`config.mk`:
```
export PLATFORM = sky130hd
export DESIGN_NAME = hemisphere_min_mass_partition
export DESIGN_NICKNAME = d
export VERILOG_FILES = /design/src/design/hmmp_pkg.sv /design/src/design/hmmp_mac.sv /design/src/design/hemisphere_min_mass_partition.sv
export SDC_FILE = /design/constraint.sdc
export NUM_CORES = 2
export LEC_CHECK = 0
export BUFFER_PORTS_ARGS = -buffer_cell sky130_fd_sc_hd__buf_2
export CORE_MARGIN = 8
export CORE_UTILIZATION = 60
export CTS_BUF_LIST = sky130_fd_sc_hd__clkbuf_4 sky130_fd_sc_hd__clkbuf_8 sky130_fd_sc_hd__clkbuf_16
export DETAILED_ROUTE_END_ITERATION = 8
export HOLD_SLACK_MARGIN = 0.03
export PLACE_DENSITY_LB_ADDON = 0.3
export SLEW_MARGIN = 30
export SYNTH_ARGS = -nofsm -noshare
export SYNTH_HDL_FRONTEND = slang
export SYNTH_SLANG_ARGS = --single-unit
```
`constraint.sdc`:
```
create_clock -name i_clk -period 20.9 [get_ports i_clk]
set_input_delay 1.045 -clock i_clk [delete_from_list [all_inputs] [get_ports i_clk]]
set_output_delay 1.045 -clock i_clk [all_outputs]
set_load 0.01 [all_outputs]
```
`src/design/hmmp_pkg.sv`:
```
// Shared constants, types and helper functions of the hemisphere partition block.
package hmmp_pkg;

    // Event and datapath sizes
    localparam int MAX_JETS   = 16;
    localparam int COMP_WIDTH = 20;
    localparam int SUM_W      = COMP_WIDTH + $clog2(MAX_JETS);
    localparam int MET_W      = 2 * SUM_W + 3;
    localparam int CNT_W      = $clog2(MAX_JETS + 1);
    localparam int IDX_W      = $clog2(MAX_JETS);
    localparam int K_W        = MAX_JETS + 1;
    localparam int SQ_CNT_W   = 4;
    localparam int NUM_SQ     = 8;

    // Stream widths
    localparam int P_OUT_W    = 24;
    localparam int E_OUT_W    = 23;
    localparam int IN_DATA_W  = 80;
    localparam int OUT_DATA_W = 192;
    localparam int OUT_PAD_W  = OUT_DATA_W - 6 * P_OUT_W - 2 * E_OUT_W;
    localparam int STATUS_W   = 2;

    // Four-vector component selectors
    localparam logic [1:0] COMP_PX = 2'd0;
    localparam logic [1:0] COMP_PY = 2'd1;
    localparam logic [1:0] COMP_PZ = 2'd2;
    localparam logic [1:0] COMP_E  = 2'd3;

    typedef enum logic [STATUS_W-1:0] {
        STATUS_OK       = 2'd0,
        STATUS_TOO_FEW  = 2'd1,
        STATUS_TOO_MANY = 2'd2
    } t_status;

    typedef enum logic [2:0] {
        S_LOAD,
        S_SQ,
        S_CMP,
        S_UPD,
        S_OUT
    } t_state;

    typedef struct packed {
        logic signed [COMP_WIDTH-1:0] px;
        logic signed [COMP_WIDTH-1:0] py;
        logic signed [COMP_WIDTH-1:0] pz;
        logic        [COMP_WIDTH-2:0] energy;
    } t_jet;

    typedef struct packed {
        logic signed [SUM_W-1:0] px;
        logic signed [SUM_W-1:0] py;
        logic signed [SUM_W-1:0] pz;
        logic signed [SUM_W-1:0] energy;
    } t_vec;

    typedef struct packed {
        logic valid;
        logic clear;
        logic negate;
    } t_mac_ctl;

    // Widen a stored jet to sum width
    function automatic t_vec jet_to_vec(t_jet j);
        t_vec v;
        v.px     = SUM_W'(j.px);
        v.py     = SUM_W'(j.py);
        v.pz     = SUM_W'(j.pz);
        v.energy = SUM_W'(j.energy);
        return v;
    endfunction

    function automatic t_vec vec_add(t_vec a, t_vec b);
        t_vec v;
        v.px     = a.px + b.px;
        v.py     = a.py + b.py;
        v.pz     = a.pz + b.pz;
        v.energy = a.energy + b.energy;
        return v;
    endfunction

    function automatic t_vec vec_sub(t_vec a, t_vec b);
        t_vec v;
        v.px     = a.px - b.px;
        v.py     = a.py - b.py;
        v.pz     = a.pz - b.pz;
        v.energy = a.energy - b.energy;
        return v;
    endfunction

endpackage

```
`src/design/hmmp_mac.sv`:
```
// Shared square-and-accumulate unit that builds the mass metric one component at a time.
module hmmp_mac (
    input  logic                              i_clk,
    input  logic                              i_rst_n,
    input  logic signed [hmmp_pkg::SUM_W-1:0] i_op,
    input  hmmp_pkg::t_mac_ctl                i_ctl,
    output logic signed [hmmp_pkg::MET_W-1:0] o_acc
);

    logic signed [2*hmmp_pkg::SUM_W-1:0] r_prod;
    hmmp_pkg::t_mac_ctl                  r_ctl;
    logic signed [hmmp_pkg::MET_W-1:0]   r_acc;
    logic signed [hmmp_pkg::MET_W-1:0]   prod_ext;
    logic signed [hmmp_pkg::MET_W-1:0]   term;
    logic signed [hmmp_pkg::MET_W-1:0]   base;
    logic signed [hmmp_pkg::MET_W-1:0]   n_acc;

    // Track which products are live
    always_ff @(posedge i_clk) begin
        if (!i_rst_n) begin
            r_ctl <= '0;
        end else begin
            r_ctl <= i_ctl;
        end
    end

    // Square the operand
    always_ff @(posedge i_clk) begin
        r_prod <= i_op * i_op;
    end

    // Add or subtract the registered square
    always_comb begin
        prod_ext = hmmp_pkg::MET_W'(r_prod);
        term     = r_ctl.negate ? -prod_ext : prod_ext;
        base     = r_ctl.clear ? '0 : r_acc;
        n_acc    = base + term;
    end

    always_ff @(posedge i_clk) begin
        if (r_ctl.valid) begin
            r_acc <= n_acc;
        end
    end

    assign o_acc = r_acc;

endmodule

```
`src/design/hemisphere_min_mass_partition.sv`:
```
// Top level: jet loading, Gray-code partition search and result register.
// Jets stream in one per cycle while tready is high; tlast closes the event. Up to 16
// jets are kept, and extra jets are dropped and flag the event as too many. After the
// last jet the block walks all 2^n hemisphere assignments in Gray-code order, moving one
// jet per step, and forms E1^2-p1^2+E2^2-p2^2 with one shared squaring multiplier, eight
// squares per assignment. Each assignment squares and accumulates, then compares, then
// moves a jet (the last assignment skips the move), and a final step loads the result;
// tready stays low from the last jet of an event until that result is loaded, also for
// an error event, which goes straight to the load. Either wait stretches while an earlier
// result still waits to be taken. The lowest mask with the smallest metric wins. A
// finished result waits in an output register, and loading of the next event goes on
// meanwhile.
module hemisphere_min_mass_partition (
    input  logic                                 i_clk,
    input  logic                                 i_rst_n,
    // jet_px, jet_py, jet_pz, jet_energy, zero pad (lowest bit first)
    input  logic [hmmp_pkg::IN_DATA_W-1:0]       i_s_tdata,
    input  logic                                 i_s_tvalid,
    input  logic                                 i_s_tlast,
    output logic                                 o_s_tready,
    // h1_px, h1_py, h1_pz, h1_energy, h2_px, h2_py, h2_pz, h2_energy, zero pad
    output logic [hmmp_pkg::OUT_DATA_W-1:0]      o_m_tdata,
    // status
    output logic [hmmp_pkg::STATUS_W-1:0]        o_m_tuser,
    output logic                                 o_m_tvalid,
    input  logic                                 i_m_tready
);

    hmmp_pkg::t_state  r_state;
    hmmp_pkg::t_state  n_state;

    // Jet store
    hmmp_pkg::t_jet    r_mem [hmmp_pkg::MAX_JETS];
    hmmp_pkg::t_jet    r_rd;
    hmmp_pkg::t_jet    jet_in;

    // Event bookkeeping
    logic [hmmp_pkg::CNT_W-1:0]     r_count;
    logic [hmmp_pkg::CNT_W-1:0]     cnt_new;
    logic                           r_ovf;
    hmmp_pkg::t_vec                 r_tot;
    hmmp_pkg::t_vec                 tot_add;
    hmmp_pkg::t_status              r_status;
    hmmp_pkg::t_status              ev_status;
    logic                           load_full;

    // Search state
    hmmp_pkg::t_vec                 r_h1;
    hmmp_pkg::t_vec                 h2;
    hmmp_pkg::t_vec                 sel_vec;
    hmmp_pkg::t_vec                 rd_vec;
    logic [hmmp_pkg::MAX_JETS-1:0]  r_gray;
    logic [hmmp_pkg::K_W-1:0]       r_k;
    logic [hmmp_pkg::K_W-1:0]       k_inc;
    logic [hmmp_pkg::IDX_W-1:0]     r_flip;
    logic [hmmp_pkg::IDX_W-1:0]     flip_idx;
    logic                           r_first;
    logic [hmmp_pkg::SQ_CNT_W-1:0]  r_sq_cnt;
    logic signed [hmmp_pkg::SUM_W-1:0] sq_op;
    logic signed [hmmp_pkg::MET_W-1:0] metric;
    logic signed [hmmp_pkg::MET_W-1:0] r_best;
    logic [hmmp_pkg::MAX_JETS-1:0]  r_best_mask;
    hmmp_pkg::t_vec                 r_best_h1;
    hmmp_pkg::t_vec                 best_h2;
    logic                           better;
    logic                           search_done;

    // Output register
    logic                           r_out_valid;
    logic [hmmp_pkg::OUT_DATA_W-1:0] r_out_data;
    hmmp_pkg::t_status              r_out_status;

    // Sequencer outputs
    logic                           s_accept;
    logic                           can_emit;
    logic                           emit;
    logic                           cmp_en;
    logic                           upd_en;
    hmmp_pkg::t_mac_ctl             mac_ctl;

    // Unpack the incoming jet
    always_comb begin
        jet_in.px     = i_s_tdata[hmmp_pkg::COMP_WIDTH-1:0];
        jet_in.py     = i_s_tdata[2*hmmp_pkg::COMP_WIDTH-1:hmmp_pkg::COMP_WIDTH];
        jet_in.pz     = i_s_tdata[3*hmmp_pkg::COMP_WIDTH-1:2*hmmp_pkg::COMP_WIDTH];
        jet_in.energy = i_s_tdata[4*hmmp_pkg::COMP_WIDTH-2:3*hmmp_pkg::COMP_WIDTH];
    end

    // Decide the event outcome on the closing jet
    always_comb begin
        load_full = (r_count == hmmp_pkg::CNT_W'(hmmp_pkg::MAX_JETS));
        cnt_new   = load_full ? r_count : r_count + 1'b1;
        tot_add   = hmmp_pkg::vec_add(r_tot, hmmp_pkg::jet_to_vec(jet_in));
        if (r_ovf || load_full) begin
            ev_status = hmmp_pkg::STATUS_TOO_MANY;
        end else if (cnt_new < hmmp_pkg::CNT_W'(2)) begin
            ev_status = hmmp_pkg::STATUS_TOO_FEW;
        end else begin
            ev_status = hmmp_pkg::STATUS_OK;
        end
    end

    // Pick the square operand for the current step
    always_comb begin
        h2      = hmmp_pkg::vec_sub(r_tot, r_h1);
        sel_vec = r_sq_cnt[2] ? h2 : r_h1;
        case (r_sq_cnt[1:0])
            hmmp_pkg::COMP_PX: sq_op = sel_vec.px;
            hmmp_pkg::COMP_PY: sq_op = sel_vec.py;
            hmmp_pkg::COMP_PZ: sq_op = sel_vec.pz;
            hmmp_pkg::COMP_E:  sq_op = sel_vec.energy;
            default:           sq_op = sel_vec.energy;
        endcase
    end

    hmmp_mac u_mac (
        .i_clk   (i_clk),
        .i_rst_n (i_rst_n),
        .i_op    (sq_op),
        .i_ctl   (mac_ctl),
        .o_acc   (metric)
    );

    // Find the jet that moves on the next Gray-code step
    always_comb begin
        k_inc    = r_k + 1'b1;
        flip_idx = '0;
        for (int i = hmmp_pkg::MAX_JETS - 1; i >= 0; i--) begin
            if (k_inc[i]) begin
                flip_idx = hmmp_pkg::IDX_W'(i);
            end
        end
        search_done = (k_inc == (hmmp_pkg::K_W'(1) << r_count));
        better      = r_first || (metric < r_best)
                      || ((metric == r_best) && (r_gray < r_best_mask));
        rd_vec      = hmmp_pkg::jet_to_vec(r_rd);
        best_h2     = hmmp_pkg::vec_sub(r_tot, r_best_h1);
        can_emit    = !r_out_valid || i_m_tready;
    end

    // Sequencer outputs
    always_comb begin
        o_s_tready     = 1'b0;
        emit           = 1'b0;
        cmp_en         = 1'b0;
        upd_en         = 1'b0;
        mac_ctl        = '0;
        case (r_state)
            hmmp_pkg::S_LOAD: begin
                o_s_tready = 1'b1;
            end
            hmmp_pkg::S_SQ: begin
                mac_ctl.valid  = !r_sq_cnt[3];
                mac_ctl.clear  = (r_sq_cnt == '0);
                mac_ctl.negate = (r_sq_cnt[1:0] != hmmp_pkg::COMP_E);
            end
            hmmp_pkg::S_CMP: begin
                cmp_en = 1'b1;
            end
            hmmp_pkg::S_UPD: begin
                upd_en = 1'b1;
            end
            hmmp_pkg::S_OUT: begin
                emit = can_emit;
            end
            default: begin
                o_s_tready = 1'b0;
            end
        endcase
        s_accept = o_s_tready && i_s_tvalid;
    end

    // Sequencer next state
    always_comb begin
        n_state = r_state;
        case (r_state)
            hmmp_pkg::S_LOAD: begin
                if (i_s_tvalid && i_s_tlast) begin
                    n_state = (ev_status == hmmp_pkg::STATUS_OK) ? hmmp_pkg::S_SQ
                                                                 : hmmp_pkg::S_OUT;
                end
            end
            hmmp_pkg::S_SQ: begin
                if (r_sq_cnt == hmmp_pkg::SQ_CNT_W'(hmmp_pkg::NUM_SQ)) begin
                    n_state = hmmp_pkg::S_CMP;
                end
            end
            hmmp_pkg::S_CMP: begin
                n_state = search_done ? hmmp_pkg::S_OUT : hmmp_pkg::S_UPD;
            end
            hmmp_pkg::S_UPD: begin
                n_state = hmmp_pkg::S_SQ;
            end
            hmmp_pkg::S_OUT: begin
                if (can_emit) begin
                    n_state = hmmp_pkg::S_LOAD;
                end
            end
            default: begin
                n_state = hmmp_pkg::S_LOAD;
            end
        endcase
    end

    // Control registers
    always_ff @(posedge i_clk) begin
        if (!i_rst_n) begin
            r_state     <= hmmp_pkg::S_LOAD;
            r_count     <= '0;
            r_ovf       <= 1'b0;
            r_tot       <= '0;
            r_sq_cnt    <= '0;
            r_out_valid <= 1'b0;
        end else begin
            r_state <= n_state;
            // Gather jets, drop the ones beyond the store
            if (s_accept) begin
                r_count <= cnt_new;
                if (load_full) begin
                    r_ovf <= 1'b1;
                end else begin
                    r_tot <= tot_add;
                end
            end else if (emit) begin
                r_count <= '0;
                r_ovf   <= 1'b0;
                r_tot   <= '0;
            end
            // Step through the eight squares
            if (r_state == hmmp_pkg::S_SQ) begin
                r_sq_cnt <= r_sq_cnt + 1'b1;
            end else begin
                r_sq_cnt <= '0;
            end
            // Hold the result until taken
            if (emit) begin
                r_out_valid <= 1'b1;
            end else if (i_m_tready) begin
                r_out_valid <= 1'b0;
            end
        end
    end

    // Jet store: write on load, registered read of the jet that moves next
    always_ff @(posedge i_clk) begin
        if (s_accept && !load_full) begin
            r_mem[r_count[hmmp_pkg::IDX_W-1:0]] <= jet_in;
        end
        r_rd <= r_mem[flip_idx];
    end

    // Search datapath
    always_ff @(posedge i_clk) begin
        if (s_accept && i_s_tlast) begin
            r_status <= ev_status;
            r_h1     <= tot_add;
            r_gray   <= '0;
            r_k      <= '0;
            r_first  <= 1'b1;
        end
        if (cmp_en) begin
            r_first <= 1'b0;
            r_flip  <= flip_idx;
            if (better) begin
                r_best      <= metric;
                r_best_mask <= r_gray;
                r_best_h1   <= r_h1;
            end
        end
        // Move one jet between hemispheres
        if (upd_en) begin
            r_gray[r_flip] <= !r_gray[r_flip];
            r_k            <= k_inc;
            if (!r_gray[r_flip]) begin
                r_h1 <= hmmp_pkg::vec_sub(r_h1, rd_vec);
            end else begin
                r_h1 <= hmmp_pkg::vec_add(r_h1, rd_vec);
            end
        end
    end

    // Load the result register
    always_ff @(posedge i_clk) begin
        if (emit) begin
            r_out_status <= r_status;
            if (r_status == hmmp_pkg::STATUS_OK) begin
                r_out_data <= {{hmmp_pkg::OUT_PAD_W{1'b0}},
                               best_h2.energy[hmmp_pkg::E_OUT_W-1:0],
                               best_h2.pz[hmmp_pkg::P_OUT_W-1:0],
                               best_h2.py[hmmp_pkg::P_OUT_W-1:0],
                               best_h2.px[hmmp_pkg::P_OUT_W-1:0],
                               r_best_h1.energy[hmmp_pkg::E_OUT_W-1:0],
                               r_best_h1.pz[hmmp_pkg::P_OUT_W-1:0],
                               r_best_h1.py[hmmp_pkg::P_OUT_W-1:0],
                               r_best_h1.px[hmmp_pkg::P_OUT_W-1:0]};
            end else begin
                r_out_data <= '0;
            end
        end
    end

    assign o_m_tvalid = r_out_valid;
    assign o_m_tdata  = r_out_data;
    assign o_m_tuser  = r_out_status;

endmodule

```
# Word-level counts from Yosys, hierarchy flattened
# Memory sizes are Yosys's and may differ from the RTL's. A register that Yosys moved wholly into a read port is not among the register bits.
# Index checks and enable logic that the tools add are counted.
# word_totals
memories,1
out_inout_bits,196
inputBits,85
reg_bits,704
ram_bits,1264
word_cells,166
romBits,0
latchBits,0
# op_classes
eq_ne,17
div_mod_pow,0
add_sub_neg,25
n_reduce_logical,27
mul,1
n_shift,1
order_cmp,5
bitwise,0
mux,57
# mem_list
memory,words,word_bits,rd,rd_ports_with_merged_regs,wr,line_no,rtl
r_mem,16,79,1,1,1,hemisphere_min_mass_partition.sv:33,hmmp_pkg::t_jet r_mem [hmmp_pkg::MAX_JETS];
# ops
op,count
2-to-1 mux 96 bit,7
adder 24 x 20 -> 24 bit,8
subtractor 24 bit,7
2-to-1 mux 51 bit,2
one-hot mux 24 bit (4 select lines),1
subtractor 24 x 20 -> 24 bit,4
2-to-1 mux 4 bit,16
adder 51 bit,1
equality test 51 bit,1
< comparator 51 bit,1
negation 48 -> 51 bit,1
multiplier 24 x 24 -> 48 bit,1
2-to-1 mux 17 bit,2
2-to-1 mux 16 bit,2
subtractor 23 bit,1
"adder 17 x 1 -> 17 bit, second input constant",1
equality test 17 bit,1
"<< shifter 1 x 5 -> 17 bit, first input constant",1
bitwise mux 16 bit,1
< comparator 16 bit,1
2-to-1 mux 3 bit,5
2-to-1 mux 5 bit,3
one-hot mux 3 bit (5 select lines),1
2-to-1 mux 1 bit,14
25 further kinds,50

# Depth between registers and ports, before layout
# logic_depth
depth_word,17
mapped_depth,42
depth_no_buf,40

# Cells and area by module
# A second synthesis with hierarchy kept.
# hier_totals
cells_unflattened,11034
hier_area_um2,119734.8
# by_module_without_submodules
module,seq_area_each_um2,n_inst,area_each_um2,cells_each
hemisphere_min_mass_partition,56284.0,1,94226.6,8339
hmmp_mac,2532.4,1,25508.2,2695

# Worst setup path before layout
# Ideal clock, no wire load.
# synth_path
path_type,register -> register
from,register u_mac.r_acc (netlist bit u_mac.o_acc[1])
to,register r_best[0] (netlist bit) (enable)
path_stages_with_launch,13
period_less_slack_ns,14.220
n_path_buf,0
setup_ns,0.882
arrival_time_ns,13.339
required_ns,20.018
slack_ns,6.680
cell_sequence,edfxtp_1 ha_1 nor2b_1 o21a_1 o21a_1 o21a_1 o21a_1 o211ai_1 a21oi_1 o31a_1 o41ai_1 a2111oi_0 nor3_1
# synth_via
elab_chain_len,4
elab_cells_between_ends,6
classes_between,1 x order compare; 1 x eq/ne; 4 x reduce/logical
# synth_rtl
item,line_no,rtl
start: declaration,hmmp_mac.sv:12,logic signed [hmmp_pkg::MET_W-1:0] r_acc;
start signal: assignment,hmmp_mac.sv:42,r_acc <= n_acc;
< comparator 51 bit / equality test 51 bit (equally long branches),"hemisphere_min_mass_partition.sv:134, hemisphere_min_mass_partition.sv:135",
logical OR 1 bit / logical AND 1 bit (equally long branches),"hemisphere_min_mass_partition.sv:134, hemisphere_min_mass_partition.sv:135",
logical OR 1 bit *,hemisphere_min_mass_partition.sv:135,|| ((metric == r_best) && (r_gray < r_best_mask));
AND reduction 2 bit (no source line) *,--,
end signal: assignment,hemisphere_min_mass_partition.sv:265,r_best <= metric;
end: declaration,hemisphere_min_mass_partition.sv:61,logic signed [hmmp_pkg::MET_W-1:0] r_best;
# Mark *: on every way between the ends. The rest lies on a longest branch, timed or not.
# A chain may end at the register's enable or synchronous reset.

# Worst setup path after layout
# layout_path
from,register r_h1[24] (netlist bit)
to,register u_mac.r_prod[46] (netlist bit)
# layout_via
elab_chain_len,4
# layout_rtl
item,line_no,rtl
start: declaration,hemisphere_min_mass_partition.sv:48,hmmp_pkg::t_vec r_h1;
start signal: assignment,hemisphere_min_mass_partition.sv:256,r_h1 <= tot_add;
start signal: assignment,hemisphere_min_mass_partition.sv:275,"r_h1 <= hmmp_pkg::vec_sub(r_h1, rd_vec);"
start signal: assignment,hemisphere_min_mass_partition.sv:277,"r_h1 <= hmmp_pkg::vec_add(r_h1, rd_vec);"
subtractor 24 bit,hmmp_pkg.sv:86,v.pz = a.pz - b.pz;
2-to-1 mux 96 bit *,hemisphere_min_mass_partition.sv:106,sel_vec = r_sq_cnt[2] ? h2 : r_h1;
one-hot mux 24 bit (4 select lines) *,hemisphere_min_mass_partition.sv:107,case (r_sq_cnt[1:0])
multiplier 24 x 24 -> 48 bit *,hmmp_mac.sv:29,r_prod <= i_op * i_op;
end signal: assignment,hmmp_mac.sv:29,
end: declaration,hmmp_mac.sv:10,logic signed [2*hmmp_pkg::SUM_W-1:0] r_prod;
# Marked as above.

==> out/results.tsv <==
metric	value	unit
status	finished, final reports clean	
grt_use_total	30.2	%
cts_hold_buf	0	
crit_fanout	21	
dp_hpwl	233000	um
syn_area	120000	um^2
crit_slowest_cell	o31ai_1	
yosysSeqAreaShare	48.9	%
htreeDepth	4	
route.antenna.remaining_nets	0	
yosysWarnings	0	
end_kind	flop	
grt_max_degree	163	
cts-resized-gates	0	
cts_tree	built	
syn_to_final_growth	9.36	%
dp_cells	12800	
post_dp_cell_area	124000	um^2
syn_area_per_cell	11.8	um^2
grt_pass1_wl	499000	um
fin_area	132000	um^2
synth.top_cell.area_share	44.6	%
maxCapViolCount	0	
slew_viol_final	0	
critPathMaxStageDelay	0.71	ns
min_from	r_sq_cnt[3]$_SDFF_PN0_	
worst_setup_path_start_kind	flop	
postSynthCellCount	10200	
wirelength	337000	um
critical_path_arrival	13.08	ns
fp.dieH	464	um
antenna_found_initial	45	
synth_top_area_cell	edfxtp_1	
regArea	58800	um^2
multi_input_area	56400	um^2
crit_required	21.70	ns
port_buffers	277	
start_util	60.3	%
worst-setup-path-type	flop to flop	
hold_end	u_mac.r_ctl[2]$_SDFF_PN0_	
cts_num_sinks	2044	
path_clk_slew	0.06	ns
hold_depth	1	
reg2reg_setup_slack	8.62	ns
postLayoutSetupSlackWorst	8.62	ns
hold_violations	0	
fp.dieW	464	um
n_fill_cell	14600	
clock_latency	0.89	ns
r2r_end	u_mac.r_prod[46]$_DFF_P_	
synth_edf_count	1788	
reg2reg_from	r_h1[24]$_DFFE_PP_	
cts_max_path_buffers	3	
critPathMostFrequentCell	fa_1	
cts_buffers	204	
period_share	58.7	%
std_cell_rows	164	
drt_iter0_drc	9225	
final.min_clock_period	12.28	ns
coreArea	199000	um^2
dieArea	215000	um^2
dr.pass1.iters	8	
drc_errors	0	
grt_overflow	0	
synthArstFlopShare	0	%
ys_ff_latch	2044	
root_buffer	clkbuf_16	
setup_viol	0	
post_drt_wl_per_cell	25.4	um
synth.area.top_cells	edfxtp_1 (45%), fa_1 (9.6%), mux2i_1 (8.2%)	
layout-drive-gt1-share	7.85	%
grt_pass1_vias	82300	
post_drt_via_cell_ratio	6.25	
nets	11700	
fin_worst_skew	0.0847	ns
hold_class	flop to flop	
cts_setup_buffers	0	
fin_cells	13200	
slew_headroom	29.7	%
fmax	0.0815	GHz
num_vias	82700	
r2r_cells	37	
rsz0062_at_grt	false	
gp_congestion	0.988	
tightestPinTransition	1.04	ns
synthDistinctLibCells	90	
ys.flop_type	edfxtp_1	
post-place-ws	8.87	ns
ios	281	
setup-tns-final	0	ns
## placed cells by master, fill, tap and decap left out, types with 216 or more instances in the layout
master,count
edfxtp_1,1788
nand2_1,656
inv_1,979
nor2_1,641
dfxtp_1,254
fa_1,574
ha_1,639
buf_2,276
nand3_1,216
xnor2_1,319
o21ai_0,377
mux2i_1,986
a21oi_1,378
## worst max path at each step
stage          cells past startpoint                startpoint                       end
6_report                          37        r_h1[24]$_DFFE_PP_  u_mac.r_prod[46]$_DFF_P_
5_1_grt                           37        r_h1[24]$_DFFE_PP_  u_mac.r_prod[46]$_DFF_P_
4_1_cts                           40        r_h1[24]$_DFFE_PP_  u_mac.r_prod[45]$_DFF_P_
3_5_place_dp                      37        r_h1[24]$_DFFE_PP_  u_mac.r_prod[46]$_DFF_P_
3_3_place_gp                      39        r_h1[24]$_DFFE_PP_  u_mac.r_prod[46]$_DFF_P_
2_1_floorplan                     12  u_mac.o_acc[1]$_DFFE_PP_       r_best[0]$_DFFE_PP_
## worst max-delay path: cells and delay by family, from the launching register on
kind | cells | cell delay, ns
fa+ha+maj | 10 | 4.65
buf+inv | 6 | 1.15
simple gates | 3 | 0.68
xor+xnor | 2 | 0.32
compound gates | 16 | 4.88
flops | 1 | 0.47
## Yosys cell counts (all sizes together) (102+ instances only)
master  instances
a21o          181
a21oi         381
and2          121
buf           132
clkbuf        238
dfxtp         256
edfxtp       1788
fa            574
ha            639
inv           984
mux2i         987
nand2         658
nand2b        102
nand3         217
nor2          643
nor2b         134
nor3          150
o21ai         393
o22ai         175
xnor2         319
xor2          198
## state kept, by name, indices dropped and copies added, names as in the netlist, 4 cells and up
signal,flops
o_m_tdata,190
r_best,51
r_best_h1,95
r_best_mask,16
r_count,5
r_flip,4
r_gray,16
r_h1,96
r_k,17
r_mem,1264
r_rd,79
r_sq_cnt,4
r_tot,96
u_mac.o_acc,51
u_mac.r_prod,47
## layout make-up
cell class,count,share of cell area (%)
tap,2656,2.53
clock inverter,129,1.05
inverter,987,2.82
antenna,15,0.0285
timing repair buffer,375,1.71
sequential,2044,44.7
clock buffer,258,4.29
multi-input combinational,6777,42.9
## metrics by stage
step / hold slack [ns] / util, %
3_3_place_gp: 0.422 / 62.4
5_1_grt: 0.468 / 66.0
6_report: 0.435 / 66.0
2_1_floorplan: 0.413 / -
4_1_cts: 0.433 / 65.9
3_5_place_dp: 0.422 / 62.4
## metal layers
layer	routed length (um)	GRT usage (%)	vias up
met3	33700	6.01	851
met4	18800	14.4	16
met1	131000	40.0	41000
li1	-	-	36800
met5	116	0	-
met2	154000	48.2	4133
## cell families (layout without fill, tap and decap cells)
| kind of cell | after synthesis | in the layout | share of synthesized area [%] |
|---|---|---|---|
| adder cells (fa/ha/maj) | 1213 | 1213 | 16.2 |
| AND/OR/NAND/NOR | 2294 | 2294 | 8.94 |
| AO/OA/AOI/OAI | 1752 | 1752 | 9.36 |
| buffers and inverters | 1357 | 1749 | 4.49 |
| flip-flops | 2044 | 2044 | 48.9 |
| multiplexers | 999 | 999 | 8.36 |
| XOR/XNOR | 517 | 517 | 3.76 |
| other | 1 | 17 | 0.00312 |
Power is not shown: default switching activity piles up to over one toggle a cycle in this logic, so the estimate is an artifact.
